--- src/rtl/frgr_pkg.sv ---
// Shared constants, codes and types of the frame geometric remap reader.
`default_nettype none

package frgr_pkg;

	localparam int FRAME_SIDE  = 256;
	localparam int HALF_SIDE   = FRAME_SIDE / 2;
	localparam int COORD_W     = $clog2(FRAME_SIDE);
	localparam int ADDR_W      = 2 * COORD_W;
	localparam int CHAN_W      = 8;
	localparam int PIX_W       = 3 * CHAN_W;
	localparam int QUEUE_DEPTH = 4;
	localparam int QPTR_W      = $clog2(QUEUE_DEPTH);
	localparam int CFG_IDX_W   = 3;
	localparam int CFG_DATA_W  = 3;

	localparam logic [COORD_W-1:0] HALF_C      = COORD_W'(HALF_SIDE);
	localparam logic [COORD_W-1:0] LAST_C      = COORD_W'(FRAME_SIDE - 1);
	localparam logic [COORD_W-1:0] UPPER_C     = COORD_W'(FRAME_SIDE - HALF_SIDE);
	localparam logic [COORD_W:0]   QUAD_SPAN_C = (COORD_W + 1)'(2 * HALF_SIDE);
	localparam logic [COORD_W-1:0] SHRINK_LIM2 = COORD_W'(FRAME_SIDE / 2);
	localparam logic [COORD_W-1:0] SHRINK_LIM3 = COORD_W'(FRAME_SIDE / 3);
	localparam logic [COORD_W-1:0] SHRINK_LIM4 = COORD_W'(FRAME_SIDE / 4);

	localparam logic CMD_WRITE = 1'b0;
	localparam logic CMD_READ  = 1'b1;

	localparam logic [CFG_IDX_W-1:0] REG_OP_MODE     = 3'd0;
	localparam logic [CFG_IDX_W-1:0] REG_ENLARGE_Q   = 3'd1;
	localparam logic [CFG_IDX_W-1:0] REG_SHRINK      = 3'd2;
	localparam logic [CFG_IDX_W-1:0] REG_MIRROR_SIDE = 3'd3;
	localparam logic [CFG_IDX_W-1:0] REG_SHUFFLE_Q0  = 3'd4;
	localparam logic [CFG_IDX_W-1:0] REG_SHUFFLE_Q1  = 3'd5;
	localparam logic [CFG_IDX_W-1:0] REG_SHUFFLE_Q2  = 3'd6;
	localparam logic [CFG_IDX_W-1:0] REG_SHUFFLE_Q3  = 3'd7;

	localparam logic [2:0] OP_INVERT  = 3'd0;
	localparam logic [2:0] OP_ENLARGE = 3'd1;
	localparam logic [2:0] OP_SHRINK  = 3'd2;
	localparam logic [2:0] OP_MIRROR  = 3'd3;
	localparam logic [2:0] OP_SHUFFLE = 3'd4;

	localparam logic [1:0] MIR_RIGHT_ONTO_LEFT = 2'd0;
	localparam logic [1:0] MIR_LEFT_ONTO_RIGHT = 2'd1;
	localparam logic [1:0] MIR_UPPER_ONTO_LOWER = 2'd2;
	localparam logic [1:0] MIR_LOWER_ONTO_UPPER = 2'd3;

	localparam logic [2:0] SHRINK_MIN = 3'd2;
	localparam logic [2:0] SHRINK_MID = 3'd3;
	localparam logic [2:0] SHRINK_MAX = 3'd4;
	localparam logic [2:0] SHUF_KEEP  = 3'd0;
	localparam logic [2:0] SHUF_LAST  = 3'd4;

	typedef enum logic [1:0] {
		POST_PASS,
		POST_INVERT,
		POST_WHITE
	} post_t;

	typedef struct packed {
		logic [2:0]      op_mode;
		logic [1:0]      enlarge_quadrant;
		logic [2:0]      shrink_factor;
		logic [1:0]      mirror_side;
		logic [3:0][2:0] shuffle_src;
	} cfg_t;

	typedef struct packed {
		logic               is_write;
		logic [COORD_W-1:0] row;
		logic [COORD_W-1:0] col;
		logic [PIX_W-1:0]   wdata;
		post_t              post;
	} job_t;

endpackage

`default_nettype wire

--- src/rtl/frgr_queue.sv ---
// Short first-in first-out queue of jobs between the front and back ends.
`default_nettype none

module frgr_queue import frgr_pkg::*; (
	input  logic clk,
	input  logic arst_n,
	input  logic push,
	input  job_t push_data,
	output logic full,
	output logic head_valid,
	output job_t head_data,
	input  logic pop
);

	job_t              entry_q [QUEUE_DEPTH];
	logic [QPTR_W-1:0] wr_ptr_q;
	logic [QPTR_W-1:0] rd_ptr_q;
	logic [QPTR_W:0]   count_q;

	assign full = (count_q == (QPTR_W + 1)'(QUEUE_DEPTH));
	assign head_valid = (count_q != '0);
	assign head_data = entry_q[rd_ptr_q];

	always_ff @(posedge clk) begin
		if (push && !full) begin
			entry_q[wr_ptr_q] <= push_data;
		end
	end

	always_ff @(posedge clk or negedge arst_n) begin
		if (!arst_n) begin
			wr_ptr_q <= '0;
			rd_ptr_q <= '0;
			count_q <= '0;
		end else begin
			if (push && !full) begin
				wr_ptr_q <= wr_ptr_q + 1'b1;
			end
			if (pop && head_valid) begin
				rd_ptr_q <= rd_ptr_q + 1'b1;
			end
			count_q <= count_q + (QPTR_W + 1)'(push && !full) - (QPTR_W + 1)'(pop && head_valid);
		end
	end

endmodule

`default_nettype wire

--- config.mk ---
export PLATFORM = sky130hd
export DESIGN_NAME = frgr_queue
export DESIGN_NICKNAME = d
export VERILOG_FILES = /design/src/rtl/frgr_pkg.sv /design/src/rtl/frgr_queue.sv
export SDC_FILE = /design/constraint.sdc
export NUM_CORES = 1
export LEC_CHECK = 0
export ABC_AREA = 1
export BUFFER_PORTS_ARGS = -buffer_cell sky130_fd_sc_hd__buf_2
export CAP_MARGIN = 10
export CORE_MARGIN = 4
export CORE_UTILIZATION = 35
export DETAILED_ROUTE_END_ITERATION = 7
export HOLD_SLACK_MARGIN = 0.15
export PLACE_DENSITY_LB_ADDON = 0.3
export REMOVE_ABC_BUFFERS = 1
export SYNTH_ARGS = -nofsm -noshare
export SYNTH_HDL_FRONTEND = slang
export SYNTH_SLANG_ARGS = --single-unit
--- constraint.sdc ---
create_clock -name clk -period 4.99 [get_ports clk]
set_input_delay 0.7485 -clock clk [delete_from_list [all_inputs] [get_ports clk]]
set_output_delay 0.7485 -clock clk [all_outputs]
set_load 0.02 [all_outputs]
==> summary.txt, run 1 <==
CP top delay family: buffers and inverters
Initial Util: 35.5%
Yosys warns: 0
CTS max path bufs: 2
Worst Path Max Fanout: 73
Maximum VDD drop: 0.315 mV
Cell variety after synth: 17
P&R area growth vs syn: 18.5%
Cts bufs inserted: 17
Vias/cell: 4.40
Dpl hpwl: 8000 µm
Clock slew at reported path FFs: 0.06 ns
Final Util: 42.1%
Critical path arrival: 2.60 ns
DP Worst Slack: 2.04 ns
Routability cong.: 0.730
Cell count after synthesis: 603
Worst Path Buf+Inv: 3
Post-CTS Hold Buffers: 1
Synthesized area per cell: 11.9 µm²
Max-cap violation count: 0
DR pass1 iterations: 4
#FFs+latches synth: 179
Worst setup EP type: output pin
N_diodes: 0
Final min period: 3.35 ns
Crit-path cells: clkinv_2 -> buf_4 -> nor2_1 -> o21ai_0 -> nand2_1 -> buf_2
IO Pins: 92
Non-filler instance count after layout: 976
Final period util: 67.2%
CTS tree: built
Antenna violations before repair: 3
Core area: 20200 µm²
Largest net degree at the start of global routing: 76
Worst hold start: rd_ptr_q[1]$_DFFE_PN0P_
Chip Height: 151 µm
First-pass GRT wire length: 21400 µm
FF-to-FF End: entry_q[3][5]$_DFFE_PP_
Drt wl/cell: 14.2 µm
Post-synthesis sequential area ratio: 74.4%
Min-Delay Endpoint: rd_ptr_q[1]$_DFFE_PN0P_
R2R Setup Slk: 2.50 ns
Clock Skew: 0.00768 ns
Pins Over Slew Limit: 0
Antenna-violating nets left: 0
Skew-Pair Late Insertion Delay: 0.42 ns
Share of cells above drive strength 1: 19.0%
Post-CTS Resized: 0
FF-to-FF path depth: 5
Crit path required time: 4.24 ns
Worst Tran Pin Value: 1.07 ns
Nets: 747
Starting DRT DRC Count: 174
Placed cells: 943
GRT Util Overall: 12.5%
Hold Crit Depth: 2
WL final: 13900 µm
Final setup fails: 0
RSZ-0062 raised after global routing: false
Vias after detailed routing: 4297
Die footprint: 22900 µm²
Fmax: 0.298 GHz
CTS Root Cell: clkbuf_16
RR Startpoint: count_q[1]$_DFF_PN0_
Leak pwr: 3.43 nW
Worst path slowest cell: clkinv_2
Mapped Area: 7180 µm²
Max transition margin: 28.9%
Worst stage delay on the critical path: 0.78 ns
Vias in the first global route: 4052
# rows: 52
Crit start category: flip-flop
Port bufs: 91
Die W: 151 µm
Final hold vios: 0
Status: finished clean
Final worst slack: 1.64 ns
Post-CTS Setup Inserts: 0
Critical path class: reg -> out
GRT overflow: 0
Hold crit path type: reg -> reg
CTS H-tree lvls: 4
DRC: 0
Clock sinks: 179
Fin Setup TNS: 0 ns
Power Dens Cells: 620 nW/µm²
[cells in the final DEF, fill, tap and decap left out]
master	instances
buf_2	91
inv_1	58
o21ai_0	85
clkinvlp_4	2
clkinv_4	1
buf_4	6
o21ai_1	1
dlygate4sd3_1	1
inv_6	2
inv_2	1
clkbuf_16	17
nor2_4	4
dfrtp_4	1
fa_1	1
edfxtp_1	172
clkbuf_1	1
ha_1	6
nor2_1	87
nand2_1	148
nand3_1	5
bufinv_16	4
clkinv_1	1
clkinv_2	5
dfrtp_1	6
[tightest hold or removal path, stage by stage, from the launching register on]
cell and delay (ns):
dfrtp_1 0.37, nand2_1 0.06, nand2_1 0.06
[layer usage]
metal  up-vias  track usage, %  wire length [µm]
li1       2192               -                 -
met2        70            19.9              6530
met1      2008            16.2              6410
met4         6            4.17               217
met5         -               0                35
met3        21            4.01               673
[power breakdown]
part,switching (mW),internal [mW],total (mW)
registers,0.133,1.98,2.12
logic,1.27,0.517,1.79
clock network,0.542,0.836,1.38
total,1.94,3.34,5.28
[synthesized netlist by cell type]
| library cell | count | area, µm² |
|---|---|---|
| edfxtp_1 | 172 | 5160 |
| nand2_1 | 148 | 556 |
| nor2_1 | 91 | 342 |
| o21ai_0 | 85 | 425 |
| inv_1 | 58 | 218 |
| clkbuf_1 | 11 | 41.3 |
| buf_6 | 7 | 78.8 |
| dfrtp_1 | 7 | 175 |
| ha_1 | 6 | 75.1 |
| nand3_1 | 5 | 25.0 |
| buf_1 | 3 | 11.3 |
| buf_2 | 3 | 15.0 |
| buf_4 | 3 | 22.5 |
| clkinv_1 | 1 | 3.75 |
| fa_1 | 1 | 20.0 |
| inv_2 | 1 | 3.75 |
| o21ai_1 | 1 | 5.00 |
[registers in the layout (all words and copies together) (netlist names)]
name      count
count_q       3
entry_q     172
rd_ptr_q      2
wr_ptr_q      2
[final cells by class]
| cell class | count | area (µm²) |
|---|---|---|
| clock buffers | 18 | 429 |
| repair buffers | 98 | 510 |
| flip-flops and latches | 179 | 5340 |
| inverters | 60 | 226 |
| clock inverters | 14 | 185 |
| well taps | 270 | 338 |
| fillers | 1896 | 11700 |
| multi-input cells | 337 | 1480 |
[worst max path at each step]
stage,start,end,slack (ns),cells after the start
after floorplan,rd_ptr_q[0]$_DFFE_PN0P_,head_data[0],1.07,3
after global placement,rd_ptr_q[1]$_DFFE_PN0P_,head_data[26],2.02,6
after detailed placement,rd_ptr_q[1]$_DFFE_PN0P_,head_data[40],2.04,6
after CTS,rd_ptr_q[1]$_DFFE_PN0P_,head_data[40],1.55,6
after global routing,rd_ptr_q[1]$_DFFE_PN0P_,head_data[31],1.34,6
final,rd_ptr_q[1]$_DFFE_PN0P_,head_data[40],1.64,6
[cell families (layout without fill, tap and decap cells)]
logic type / Yosys count / count (layout) / synth area share [%]
flops: 179 / 179 / 74.4
compound gates: 86 / 86 / 5.99
fa+ha+maj: 7 / 7 / 1.32
buf+inv: 87 / 190 / 5.49
simple gates: 244 / 244 / 12.8
[per-stage QoR]
step | area (µm²) | total power, mW | hold WS (ns)
3_5_place_dp | 7890 | 3.98 | 0.494
6_report | 8510 | 5.28 | 0.523
5_1_grt | 8510 | 5.65 | 0.518
4_1_cts | 8510 | 5.37 | 0.517
3_3_place_gp | 7890 | 3.96 | 0.481
2_1_floorplan | 7010 | 3.33 | 0.449
Note: power is estimated with default switching activity, not from simulation.
==> run 2: changes to the inputs <==
==> constraint.sdc (replaced) <==
create_clock -name clk -period 3.2 [get_ports clk]
set_input_delay 0.48 -clock clk [delete_from_list [all_inputs] [get_ports clk]]
set_output_delay 0.48 -clock clk [all_outputs]
set_load 0.02 [all_outputs]
==> run 2 against run 1 <==
Effect of this change: count of clock-buffer cells in the layout is the same; clock skew grew 0.0030 ns; global-route usage grew 0.14 points; first-iteration DRC count grew 4.6%; worst hold slack lost 0.25 ns; sequential cell count is the same; sequential power grew 55%; sequential share of layout area shrank 0.12 points.
==> summary.txt, run 2 (synthesis results as in run 1) <==
Share of cells above drive strength 1: 19.8% (was 19.0%)
Worst stage delay on the critical path: 0.76 ns (was 0.78 ns)
Critical path arrival: 2.11 ns (was 2.60 ns)
CTS tree: built (unchanged)
Clock sinks: 179 (unchanged)
GRT Util Overall: 12.6% (was 12.5%)
Fillers: 1879 (was 1896)
Die footprint: 22900 µm² (unchanged)
Skew-Pair Late Insertion Delay: 0.42 ns (about the same)
Max-cap violation count: 0 (unchanged)
Vias after detailed routing: 4305 (was 4297)
Most common cell after layout, fill and taps aside: edfxtp_1 (unchanged)
DR pass1 iterations: 4 (unchanged)
Maximum VDD drop: 0.398 mV (was 0.315 mV)
Worst Path Buf+Inv: 3 (unchanged)
Crit path required time: 2.72 ns (was 4.24 ns)
Final min period: 2.59 ns
Worst setup EP type: output pin (unchanged)
Cts bufs inserted: 17 (unchanged)
Routability cong.: 0.706 (was 0.730)
Status: finished clean (unchanged)
Largest register FFs: 172 (unchanged)
Fin Setup TNS: 0 ns (unchanged)
Dpl hpwl: 8500 µm (was 8000 µm)
Post-CTS Resized: 0 (unchanged)
Hold crit path type: in -> reg (was reg -> reg)
CTS Root Cell: clkbuf_16 (unchanged)
Core area: 20200 µm² (unchanged)
CTS max path bufs: 2 (unchanged)
Max transition margin: 59.6% (was 28.9%)
Pwr Total: 8.03 mW (was 5.28 mW)
CP top delay family: flip-flops (was buffers and inverters)
Initial Util: 35.5% (unchanged)
First-pass GRT wire length: 21700 µm (was 21400 µm)
Post-CTS Hold Buffers: 1 (unchanged)
Crit-path cells: inv_2 -> buf_4 -> o21ai_0 -> nand2_1 -> buf_2 (was clkinv_2 -> buf_4 -> nor2_1 -> o21ai_0 -> nand2_1 -> buf_2)
Drt wl/cell: 14.0 µm (was 14.2 µm)
Vias in the first global route: 4153 (was 4052)
Vias/cell: 4.38 (was 4.40)
Nets: 753 (was 747)
N_diodes: 0 (unchanged)
Hold_ws: 0.269 ns (was 0.523 ns)
IO Pins: 92 (unchanged)
Starting DRT DRC Count: 182 (was 174)
Final hold vios: 0 (unchanged)
Final period util: 80.9%
Top Registers: entry_q: 172 flops, count_q: 3 flops (unchanged)
DRC: 0 (unchanged)
Worst path slowest cell: dfrtp_4 (was clkinv_2)
CTS H-tree lvls: 4 (unchanged)
Fmax: 0.386 GHz
Critical path class: reg -> out (unchanged)
Largest net degree at the start of global routing: 79 (was 76)
Die W: 151 µm (unchanged)
Antenna-violating nets left: 0 (unchanged)
Leak pwr: 3.43 nW (about the same)
Port bufs: 91 (unchanged)
GRT overflow: 0 (unchanged)
Crit start category: flip-flop (unchanged)
Clock Skew: 0.0107 ns (was 0.00768 ns)
Chip Height: 151 µm (unchanged)
Antenna violations before repair: 2 (was 3)
WL final: 13800 µm (was 13900 µm)
Power Dens Cells: 942 nW/µm² (was 620 nW/µm²)
Worst Path Max Fanout: 55 (was 73)
P&R area growth vs syn: 18.7% (was 18.5%)
Final setup fails: 0 (unchanged)
Post-CTS Setup Inserts: 0 (unchanged)
Worst Tran Pin Value: 0.605 ns (was 1.07 ns)
Most frequent cells in the layout: edfxtp_1 (172), nand2_1 (148), buf_2 (91) (unchanged)
Largest Register: entry_q (unchanged)
RSZ-0062 raised after global routing: false (unchanged)
Clock slew at reported path FFs: 0.07 ns (was 0.06 ns)
Pins Over Slew Limit: 0 (unchanged)
# rows: 52 (unchanged)
==> run 2: power breakdown <==
part,internal (mW),leakage (nW),switching (mW)
Sequential,3.09,1.66,0.199
Clock,0.999,0.253,0.870
Combinational,0.879,1.52,2.00
Total,4.97,3.43,3.07
==> run 2: cell type report <==
| cell class | instances | area [µm²] | area share (%) |
|---|---|---|---|
| clock buffers | 18 | 429 | 5.03 |
| well taps | 270 | 338 | 3.96 |
| inverters | 60 | 226 | 2.66 |
| flip-flops and latches | 179 | 5340 | 62.7 |
| repair buffers | 104 | 606 | 7.10 |
| multi-input cells | 337 | 1480 | 17.3 |
| clock inverters | 14 | 106 | 1.25 |
==> run 2: worst paths after layout <==
| check | from | cells after the start | slack, ns | endpoint |
|---|---|---|---|---|
| max | rd_ptr_q[0]$_DFFE_PN0P_ | 5 | 0.61 | head_data[5] |
| min | push_data[29] | 1 | 0.27 | entry_q[3][29]$_DFFE_PP_ |
| max reg2reg | count_q[1]$_DFF_PN0_ | 10 | 0.97 | count_q[2]$_DFF_PN0_ |
| min in group asynchronous | arst_n | 2 | 0.42 | rd_ptr_q[1]$_DFFE_PN0P_ |
| min reg2reg | rd_ptr_q[1]$_DFFE_PN0P_ | 2 | 0.50 | rd_ptr_q[1]$_DFFE_PN0P_ |
| max in group asynchronous | arst_n | 2 | 2.58 | rd_ptr_q[0]$_DFFE_PN0P_ |
==> run 2: metrics by stage <==
stage	instances	setup slack, ns	utilization, %	instance area [µm²]
after floorplan	576	-0.447	-	7010
after global placement	949	1.01	39.4	7980
after detailed placement	949	0.961	39.4	7980
after CTS	982	0.528	42.1	8530
after global routing	982	0.339	42.1	8530
final	982	0.612	42.1	8530
==> run 2: per-layer routing <==
| layer | global-route usage [%] | up-vias | share of wire (%) |
|---|---|---|---|
| li1 | - | 2201 | - |
| met1 | 16.2 | 2006 | 46 |
| met2 | 20.1 | 76 | 47 |
| met3 | 3.83 | 18 | 4.9 |
| met4 | 5.03 | 4 | 1.4 |
| met5 | 0 | - | 0.16 |
