<file path="config.mk">
export PLATFORM = sky130hd
export DESIGN_NAME = frgr_front_flat
export DESIGN_NICKNAME = d
export VERILOG_FILES = /design/src/rtl/frgr_pkg.sv /design/src/rtl/frgr_if.sv /design/src/rtl/frgr_front.sv /design/src/flat_wrapper.sv
export SDC_FILE = /design/constraint.sdc
export NUM_CORES = 1
export LEC_CHECK = 0
export ABC_AREA = 1
export BUFFER_PORTS_ARGS = -buffer_cell sky130_fd_sc_hd__buf_2
export CORE_UTILIZATION = 56
export DETAILED_ROUTE_END_ITERATION = 10
export PLACE_DENSITY = 0.86
export RECOVER_POWER = 25
export SYNTH_ARGS = -nofsm -noshare
export SYNTH_HDL_FRONTEND = slang
export SYNTH_SLANG_ARGS = --single-unit
</file>
<file path="constraint.sdc">
create_clock -name vclk -period 6.95
set_clock_uncertainty 0.2 [all_clocks]
set_input_delay 0.695 -clock vclk [all_inputs]
set_output_delay 0.695 -clock vclk [all_outputs]
set_load 0.005 [all_outputs]
</file>
<file path="src/rtl/frgr_pkg.sv">
// Shared constants, codes and types of the frame geometric remap reader.
`default_nettype none

package frgr_pkg;

	localparam int FRAME_SIDE  = 256;
	localparam int HALF_SIDE   = FRAME_SIDE / 2;
	localparam int COORD_W     = $clog2(FRAME_SIDE);
	localparam int ADDR_W      = 2 * COORD_W;
	localparam int CHAN_W      = 8;
	localparam int PIX_W       = 3 * CHAN_W;
	localparam int QUEUE_DEPTH = 4;
	localparam int QPTR_W      = $clog2(QUEUE_DEPTH);
	localparam int CFG_IDX_W   = 3;
	localparam int CFG_DATA_W  = 3;

	localparam logic [COORD_W-1:0] HALF_C      = COORD_W'(HALF_SIDE);
	localparam logic [COORD_W-1:0] LAST_C      = COORD_W'(FRAME_SIDE - 1);
	localparam logic [COORD_W-1:0] UPPER_C     = COORD_W'(FRAME_SIDE - HALF_SIDE);
	localparam logic [COORD_W:0]   QUAD_SPAN_C = (COORD_W + 1)'(2 * HALF_SIDE);
	localparam logic [COORD_W-1:0] SHRINK_LIM2 = COORD_W'(FRAME_SIDE / 2);
	localparam logic [COORD_W-1:0] SHRINK_LIM3 = COORD_W'(FRAME_SIDE / 3);
	localparam logic [COORD_W-1:0] SHRINK_LIM4 = COORD_W'(FRAME_SIDE / 4);

	localparam logic CMD_WRITE = 1'b0;
	localparam logic CMD_READ  = 1'b1;

	localparam logic [CFG_IDX_W-1:0] REG_OP_MODE     = 3'd0;
	localparam logic [CFG_IDX_W-1:0] REG_ENLARGE_Q   = 3'd1;
	localparam logic [CFG_IDX_W-1:0] REG_SHRINK      = 3'd2;
	localparam logic [CFG_IDX_W-1:0] REG_MIRROR_SIDE = 3'd3;
	localparam logic [CFG_IDX_W-1:0] REG_SHUFFLE_Q0  = 3'd4;
	localparam logic [CFG_IDX_W-1:0] REG_SHUFFLE_Q1  = 3'd5;
	localparam logic [CFG_IDX_W-1:0] REG_SHUFFLE_Q2  = 3'd6;
	localparam logic [CFG_IDX_W-1:0] REG_SHUFFLE_Q3  = 3'd7;

	localparam logic [2:0] OP_INVERT  = 3'd0;
	localparam logic [2:0] OP_ENLARGE = 3'd1;
	localparam logic [2:0] OP_SHRINK  = 3'd2;
	localparam logic [2:0] OP_MIRROR  = 3'd3;
	localparam logic [2:0] OP_SHUFFLE = 3'd4;

	localparam logic [1:0] MIR_RIGHT_ONTO_LEFT = 2'd0;
	localparam logic [1:0] MIR_LEFT_ONTO_RIGHT = 2'd1;
	localparam logic [1:0] MIR_UPPER_ONTO_LOWER = 2'd2;
	localparam logic [1:0] MIR_LOWER_ONTO_UPPER = 2'd3;

	localparam logic [2:0] SHRINK_MIN = 3'd2;
	localparam logic [2:0] SHRINK_MID = 3'd3;
	localparam logic [2:0] SHRINK_MAX = 3'd4;
	localparam logic [2:0] SHUF_KEEP  = 3'd0;
	localparam logic [2:0] SHUF_LAST  = 3'd4;

	typedef enum logic [1:0] {
		POST_PASS,
		POST_INVERT,
		POST_WHITE
	} post_t;

	typedef struct packed {
		logic [2:0]      op_mode;
		logic [1:0]      enlarge_quadrant;
		logic [2:0]      shrink_factor;
		logic [1:0]      mirror_side;
		logic [3:0][2:0] shuffle_src;
	} cfg_t;

	typedef struct packed {
		logic               is_write;
		logic [COORD_W-1:0] row;
		logic [COORD_W-1:0] col;
		logic [PIX_W-1:0]   wdata;
		post_t              post;
	} job_t;

endpackage

`default_nettype wire

</file>
<file path="src/rtl/frgr_if.sv">
// Request and response channel interfaces of the frame geometric remap reader.
`default_nettype none

interface frgr_req_if import frgr_pkg::*; ();
	logic              valid;
	logic              ready;
	logic              command;
	logic [COORD_W-1:0] row;
	logic [COORD_W-1:0] col;
	logic [CHAN_W-1:0] red_in;
	logic [CHAN_W-1:0] green_in;
	logic [CHAN_W-1:0] blue_in;

	modport source (output valid, command, row, col, red_in, green_in, blue_in, input ready);
	modport sink (input valid, command, row, col, red_in, green_in, blue_in, output ready);
endinterface


`default_nettype wire

</file>
<file path="src/rtl/frgr_front.sv">
// Front end: accepts words, maps a read's position to a stored address and picks the post step.
`default_nettype none

module frgr_front import frgr_pkg::*; (
	frgr_req_if.sink    req,
	input  cfg_t        cfg,
	input  logic        queue_full,
	output logic        job_valid,
	output job_t        job
);

	logic [COORD_W-1:0] r;
	logic [COORD_W-1:0] c;
	logic [COORD_W-1:0] src_row;
	logic [COORD_W-1:0] src_col;
	logic [COORD_W-1:0] lim;
	logic [COORD_W+2:0] srow_w;
	logic [COORD_W+2:0] scol_w;
	logic [2:0]         fct;
	logic [2:0]         code;
	logic [1:0]         s;
	logic               qr;
	logic               qc;
	post_t              post;

	always_comb begin
		r = req.row;
		c = req.col;
		src_row = r;
		src_col = c;
		post = POST_PASS;
		if (cfg.shrink_factor < SHRINK_MIN) begin
			fct = SHRINK_MIN;
		end else if (cfg.shrink_factor > SHRINK_MAX) begin
			fct = SHRINK_MAX;
		end else begin
			fct = cfg.shrink_factor;
		end
		case (fct)
			SHRINK_MID: begin
				lim = SHRINK_LIM3;
			end
			SHRINK_MAX: begin
				lim = SHRINK_LIM4;
			end
			default: begin
				lim = SHRINK_LIM2;
			end
		endcase
		srow_w = ({3'b000, r} * (COORD_W + 3)'(fct)) + (COORD_W + 3)'(fct) - (COORD_W + 3)'(1);
		scol_w = ({3'b000, c} * (COORD_W + 3)'(fct)) + (COORD_W + 3)'(fct) - (COORD_W + 3)'(1);
		qr = (r >= HALF_C);
		qc = (c >= HALF_C);
		code = cfg.shuffle_src[{qr, qc}];
		s = 2'(code - 3'd1);
		case (cfg.op_mode)
			OP_INVERT: begin
				post = POST_INVERT;
			end
			OP_ENLARGE: begin
				src_row = (cfg.enlarge_quadrant[1] ? HALF_C : '0) + (r >> 1);
				src_col = (cfg.enlarge_quadrant[0] ? HALF_C : '0) + (c >> 1);
			end
			OP_SHRINK: begin
				if (r < lim && c < lim) begin
					src_row = srow_w[COORD_W-1:0];
					src_col = scol_w[COORD_W-1:0];
				end else begin
					post = POST_WHITE;
				end
			end
			OP_MIRROR: begin
				case (cfg.mirror_side)
					MIR_RIGHT_ONTO_LEFT: begin
						if (c < HALF_C) src_col = LAST_C - c;
					end
					MIR_LEFT_ONTO_RIGHT: begin
						if (c >= UPPER_C) src_col = LAST_C - c;
					end
					MIR_UPPER_ONTO_LOWER: begin
						if (r >= UPPER_C) src_row = LAST_C - r;
					end
					default: begin
						if (r < HALF_C) src_row = LAST_C - r;
					end
				endcase
			end
			OP_SHUFFLE: begin
				if ({1'b0, r} < QUAD_SPAN_C && {1'b0, c} < QUAD_SPAN_C &&
						code != SHUF_KEEP && code <= SHUF_LAST) begin
					src_row = (s[1] ? HALF_C : '0) + (r - (qr ? HALF_C : '0));
					src_col = (s[0] ? HALF_C : '0) + (c - (qc ? HALF_C : '0));
				end
			end
			default: begin
				post = POST_PASS;
			end
		endcase
	end

	assign req.ready = !queue_full;
	assign job_valid = req.valid;

	always_comb begin
		job.is_write = (req.command == CMD_WRITE);
		job.row = (req.command == CMD_WRITE) ? r : src_row;
		job.col = (req.command == CMD_WRITE) ? c : src_col;
		job.wdata = {req.red_in, req.green_in, req.blue_in};
		job.post = post;
	end

endmodule

`default_nettype wire

</file>
<file path="src/flat_wrapper.sv">
// flat-port wrapper written by rule: the top's interface ports become plain ports
module frgr_front_flat import frgr_pkg::*;
  (cfg, queue_full, job_valid, job, req_valid, req_command, req_row, req_col, req_red_in, req_green_in, req_blue_in, req_ready);
  frgr_req_if req_i ();
  input  cfg_t cfg;
  input  logic queue_full;
  output logic job_valid;
  output job_t job;
  input wire logic [$bits(req_i.valid)-1:0] req_valid;
  input wire logic [$bits(req_i.command)-1:0] req_command;
  input wire logic [$bits(req_i.row)-1:0] req_row;
  input wire logic [$bits(req_i.col)-1:0] req_col;
  input wire logic [$bits(req_i.red_in)-1:0] req_red_in;
  input wire logic [$bits(req_i.green_in)-1:0] req_green_in;
  input wire logic [$bits(req_i.blue_in)-1:0] req_blue_in;
  output wire logic [$bits(req_i.ready)-1:0] req_ready;
  assign req_i.valid = req_valid;
  assign req_i.command = req_command;
  assign req_i.row = req_row;
  assign req_i.col = req_col;
  assign req_i.red_in = req_red_in;
  assign req_i.green_in = req_green_in;
  assign req_i.blue_in = req_blue_in;
  assign req_ready = req_i.ready;
  frgr_front u_core (.req(req_i), .cfg(cfg), .queue_full(queue_full), .job_valid(job_valid), .job(job));
endmodule
</file>
==> results.md, run 1 <==
* Cells after Synth at 637
* First-pass GRT wire length at 17390 microns
* Sequential share of power at 0
* Post-layout util at 0.6087
* Slew of the pin with the lowest slew margin at 1.185 ns
* Post-synth top area share at 0.1714
* Kind of critical path: in2out
* Setup TNS at 0 ns
* Fin crit share at 0.7812
* Worst Hold Class: in2out
* ANT nets after route at 0
* Syn avg cell area at 6.075 sq um
* Post-CTS setup buffers at 0
* Register area at 0 sq um
* Worst setup endpoint: job[33]
* Status: finished clean
* Final Wtd Congestion at 0.9832
* Cell Int Power at 0.1434 mW
* Crit Path Max Fanout at 25
* Number of max-cap violations at 0
* Vias per inst at 5.897
* Setup Viol. Count Final at 0
* CP startpoint: cfg[16]
* Library cells used by synthesis at 46
* Share of cells above drive strength 1 at 0.1444
* Power Dens Cells at 95.42 mW/mm^2
* Vias in the first global route at 3892
* Net Switching at 0.2339 mW
* # port buffers at 60
* Sequential share of the synthesized area at 0
* Die X-Extent at 85.13 microns
* Setup Slack @ Placement at 1.575 ns
* Rel. slew slack at 0.2040
* WP data arrival at 4.53 ns
* Area of the core at 0.006495 sq mm
* Most frequent cell after synthesis: nand2_1
* Die ar. at 0.007247 sq mm
* Sw Ratio at 0.6198
* Max IR drop VDD at 0.05127 mV
* Comb power frac at 1.000
* Final WL at 10650 microns
* Worst setup EP type: output pin
* Seq cells at 0
* F_max at 0.1842 GHz
* Largest net degree at the start of global routing at 26
* RSZ-0062 raised after global routing: no
* Fin nets at 787
* DRT Pass-1 Iters at 7
* Total track usage at 0.2871
* # diodes at 0
* Worst Slack Setup Final at 1.521 ns
* Gr ovfl total at 0
* Final min period at 5.429 ns
* Largest cells by area after synthesis: ha_1 17%, nand2_1 13%, inv_1 9.1%
* Fin. max-slew vios at 0
* Layout area overhead at 2.166%
* Vias post-DR at 4293
* Clock buf count at 0
* WL/cell at 14.63 microns
* Yosys warns at 0
* Crit start category: input pin
* Clock power frac at 0
* Final hold violations at 0
* DP Wirelength at 8429 microns
* Die Height at 85.13 microns
* IO Pins at 110
* Cts repair resizes at 0
* Commonest cells in the netlist: 135 x nand2_1, 94 x inv_1, 63 x nand3_1
* Post-synth top area cell: ha_1
* Post-Syn Area at 0.003870 sq mm
* Initial antenna violation count at 0
* Post-route DRC at 0
* Rows at 29
* Syn Nets at 771
* Lkg Pwr at 2.177 nW
* Required time worst endpoint at 6.05 ns
* Initial core utilization at 0.5958
* CTS Hold Bufs at 0
* FILL cells at 620
* DR iter-0 viols at 443
metrics by stage:
stage               power [mW]  cell area [sq um]  hold slack (ns)  std cells
CTS                     0.3725               3954            1.190        728
finish                  0.3773               3954            1.190        728
global route            0.4238               3954            1.190        728
floorplan               0.2940               3870            1.217        637
detailed placement      0.3708               3954            1.190        728
global placement        0.3583               3954            1.190        728
critical path: stages:
cell and delay, ns:
buf_2 0.25, nor2_2 0.47, clkinv_1 0.43, nor2_1 0.22, ha_1 0.26, inv_1 0.08, fa_1 0.42, inv_1 0.07
ha_1 0.20, inv_1 0.07, fa_1 0.41, inv_1 0.08, nand2_1 0.06, inv_1 0.06, nor2_1 0.04, nand2_1 0.08
nand2_1 0.05, nand2_1 0.05, nand3_1 0.10, nand3_1 0.12, nand3_1 0.08, nand2_1 0.07, inv_1 0.04, buf_2 0.11
cell families (layout without fill, tap and decap cells):
| logic type | after synthesis | in the layout | share of synthesized area |
|---|---|---|---|
| XOR/XNOR | 24 | 24 | 0.05432 |
| buffers and inverters | 145 | 159 | 0.1785 |
| AND/OR/NAND/NOR | 294 | 294 | 0.3531 |
| adder cells (fa/ha/maj) | 69 | 69 | 0.2541 |
| AO/OA/AOI/OAI | 105 | 105 | 0.1600 |
worst min path at each step:
stage,end,from,cells past startpoint
detailed placement,job[20],req_red_in[2],0
finish,job[11],req_green_in[1],0
CTS,job[20],req_red_in[2],0
floorplan,job[42],req_command,1
global route,job[19],req_red_in[1],0
global placement,job[20],req_red_in[2],0
per-layer routing:
metal  GRT usage  wire length [microns]  vias to the layer above
li1            -                      -                     2079
met1      0.3763                   4373                     1928
met2      0.5147                   5010                      250
met3     0.02335                   1080                       36
met4     0.05855                    182                        0
met5           0                      0                        -
cell type report:
class / instances / area, sq um / share of cell area
multi-input combinational: 492 / 3179 / 0.8041
tap: 77 / 96.34 / 0.02437
inverter: 98 / 370.4 / 0.09367
timing repair buffer: 61 / 307.8 / 0.07785
cell usage in the layout (no fill, tap or decap), types with 5 or more instances in the layout:
cell type    n
a21oi_1     31
inv_1       94
o21ai_0     36
nor2_1      53
ha_1        53
xor2_1      15
xnor2_1      9
fa_1        16
nand2_1    135
o211ai_1    14
nand4_1      5
nor3_1       6
buf_2       60
nand3_1     63
nand2_2     13
power by group through the flow:
stage,clock network (mW),registers [mW],logic [mW]
detailed placement,0,0,0.371
CTS,0,0,0.373
global placement,0,0,0.358
floorplan,0,0,0.294
global route,0,0,0.424
finish,0,0,0.377
No activity file was read; power rests on OpenSTA's default activity.
==> run 2: changes to the inputs <==
--- a/config.mk
+++ b/config.mk
@@ -7,9 +7,9 @@
 export LEC_CHECK = 0
 export ABC_AREA = 1
 export BUFFER_PORTS_ARGS = -buffer_cell sky130_fd_sc_hd__buf_2
-export CORE_UTILIZATION = 56
+export CORE_UTILIZATION = 51
 export DETAILED_ROUTE_END_ITERATION = 10
-export PLACE_DENSITY = 0.86
+export PLACE_DENSITY = 0.83
 export RECOVER_POWER = 25
 export SYNTH_ARGS = -nofsm -noshare
 export SYNTH_HDL_FRONTEND = slang
==> constraint.sdc (replaced) <==
create_clock -name vclk -period 4.5
set_clock_uncertainty 0.2 [all_clocks]
set_input_delay 0.45 -clock vclk [all_inputs]
set_output_delay 0.45 -clock vclk [all_outputs]
set_load 0.005 [all_outputs]
==> run 2 against run 1 <==
Against the previous run:
- final area rose by 3.0%
- critical path type unchanged
- sequential share of layout area unchanged
- die area increased by 9.6%
- hold slack lost 0.49 ns
- largest power group unchanged
- count of clock-buffer cells in the layout unchanged
- via count shrank 2.0%
- highest routed layer unchanged
==> results.md, run 2 (synthesized netlist as in run 1, its figures left out) <==
* Largest net degree at the start of global routing at 23 (was 26)
* Worst Slack Setup Final at 0.2471 ns (was 1.521 ns)
* Max Used Layer: met4 (unchanged)
* Max IR drop VDD at 0.05927 mV (was 0.05127 mV)
* Number of max-cap violations at 0 (unchanged)
* # port buffers at 60 (unchanged)
* WL/cell at 13.92 microns (was 14.63 microns)
* Layout area overhead at 5.270% (was 2.166%)
* Vias per inst at 5.521 (was 5.897)
* Die X-Extent at 89.11 microns (was 85.13 microns)
* Min-delay src: req_green_in[0] (was req_green_in[1])
* Initial core utilization at 0.5307 (was 0.5958)
* Worst Hold Class: in2out (unchanged)
* Crit Path Max Fanout at 17 (was 25)
* Die ar. at 0.007941 sq mm (was 0.007247 sq mm)
* Seq cells at 0 (unchanged)
* Post-layout util at 0.5587 (was 0.6087)
* Worst setup endpoint: job[40] (was job[33])
* CP startpoint: cfg[16] (unchanged)
* Crit start category: input pin (unchanged)
* Rel. slew slack at 0.6664 (was 0.2040)
* Vias post-DR at 4207 (was 4293)
* Sw Ratio at 0.6122 (was 0.6198)
* Most common cell after layout, fill and taps aside: nand2_1 (unchanged)
* Fin. max-slew vios at 0 (unchanged)
* RSZ-0062 raised after global routing: yes (was no)
* First-pass GRT wire length at 17420 microns (was 17390 microns)
* Worst setup EP type: output pin (unchanged)
* Setup TNS at 0 ns (unchanged)
* Initial antenna violation count at 0 (unchanged)
* WP data arrival at 3.60 ns (was 4.53 ns)
* Area of the core at 0.007292 sq mm (was 0.006495 sq mm)
* Die Height at 89.11 microns (was 85.13 microns)
* Fin crit share at 0.9451
* Placed Area at 0.004071 sq mm (was 0.003954 sq mm)
* M1 wire length at 4715 microns (was 4373 microns)
* Sequential share of power at 0 (about the same)
* Net Switching at 0.3656 mW (was 0.2339 mW)
* F_max at 0.2351 GHz
* Met3 wire len at 813 microns (was 1080 microns)
* Kind of critical path: in2out (unchanged)
* Most frequent cells in the layout: 135 x nand2_1, 94 x inv_1, 63 x nand3_1 (unchanged)
* Clock power frac at 0 (about the same)
* DR iter-0 viols at 308 (was 443)
* Post-route DRC at 0 (unchanged)
* Share of cells above drive strength 1 at 0.1614 (was 0.1444)
* Clock buf count at 0 (unchanged)
* DP Wirelength at 8520 microns (was 8429 microns)
* Power Dens Cells at 146.6 mW/mm^2 (was 95.42 mW/mm^2)
* Cell Int Power at 0.2316 mW (was 0.1434 mW)
* Power, Total at 0.5973 mW (was 0.3773 mW)
* # diodes at 0 (unchanged)
* FILL cells at 731 (was 620)
* Final min period at 4.253 ns
* Final WL at 10610 microns (was 10650 microns)
* Fin nets at 799 (was 787)
* Post-route cell area at 0.004074 sq mm (was 0.003954 sq mm)
* Register area at 0 sq um (unchanged)
* Lkg Pwr at 2.238 nW (was 2.177 nW)
* ANT nets after route at 0 (unchanged)
* WL met2 at 4911 microns (was 5010 microns)
* IO Pins at 110 (unchanged)
* Rows at 31 (was 29)
* Required time worst endpoint at 3.85 ns (was 6.05 ns)
* Final hold violations at 0 (unchanged)
* Slew of the pin with the lowest slew margin at 0.4952 ns (was 1.185 ns)
* Setup Slack @ Placement at 0.1697 ns (was 1.575 ns)
* Total track usage at 0.2723 (was 0.2871)
* Gr ovfl total at 0 (unchanged)
* Comb power frac at 1.000 (about the same)
* Setup Viol. Count Final at 0 (unchanged)
* Status: finished clean (unchanged)
* Vias in the first global route at 3779 (was 3892)
* Final Wtd Congestion at 0.9123 (was 0.9832)
* DRT Pass-1 Iters at 5 (was 7)
run 2: changes by cell type in the layout (fill, tap and decap cells not counted):
cell / before / now
clkinv_1: 1 / 0
o21ai_0: 36 / 33
o21ai_1: 1 / 4
buf_4: 1 / 13
clkbuf_4: 0 / 1
buf_2: 60 / 59
inv_2: 2 / 3
run 2: how the worst min path moves through the flow:
stage	cells past startpoint	to	slack, ns
after global placement	0	job[11]	0.70
after detailed placement	0	job[11]	0.70
after global routing	0	job[14]	0.70
after floorplan	1	job[42]	0.73
after CTS	0	job[11]	0.70
final	0	job[10]	0.70
run 2: power by group through the flow:
stage | combinational [mW] | clock (mW) | sequential, mW
floorplan | 0.454 | 0 | 0
global placement | 0.566 | 0 | 0
CTS | 0.590 | 0 | 0
detailed placement | 0.588 | 0 | 0
finish | 0.597 | 0 | 0
global route | 0.675 | 0 | 0
run 2: cell type report:
| cell class | instances | area, sq um | share of cell area |
|---|---|---|---|
| repair buffers | 73 | 400.4 | 0.09828 |
| inverters | 98 | 370.4 | 0.09091 |
| well taps | 99 | 123.9 | 0.03041 |
| multi-input cells | 492 | 3179 | 0.7804 |
run 2: what timing repair did:
action,CTS,global route
buffers inserted,0,0
endpoints found under the setup margin,0,4
resized for setup,0,5
hold buffers,0,0
run 2: metrics by stage:
| step | hold WS, ns | cells |
|---|---|---|
| floorplan | 0.7265 | 637 |
| global placement | 0.7000 | 762 |
| detailed placement | 0.7000 | 762 |
| CTS | 0.7000 | 762 |
| global route | 0.7000 | 762 |
| finish | 0.7000 | 762 |
run 2: critical path, stage by stage:
cell,delay [ns]
clkbuf_4,0.20
nor2_2,0.17
buf_4,0.21
nand2_1,0.09
fa_1,0.48
fa_1,0.58
inv_1,0.06
ha_1,0.28
nand3_1,0.08
nand2_1,0.08
nand2_1,0.07
nand2_1,0.06
nand2_1,0.06
nand2_1,0.06
xnor2_1,0.16
nand2_1,0.10
nand3_1,0.10
nand3_1,0.08
nand2_1,0.07
inv_1,0.03
buf_2,0.11
run 2: layer usage:
layer  vias up  global-route usage
li1       2107                   -
met1      1895              0.3708
met2       185              0.4733
met3        20             0.01570
met4         0             0.06061
met5         -                   0
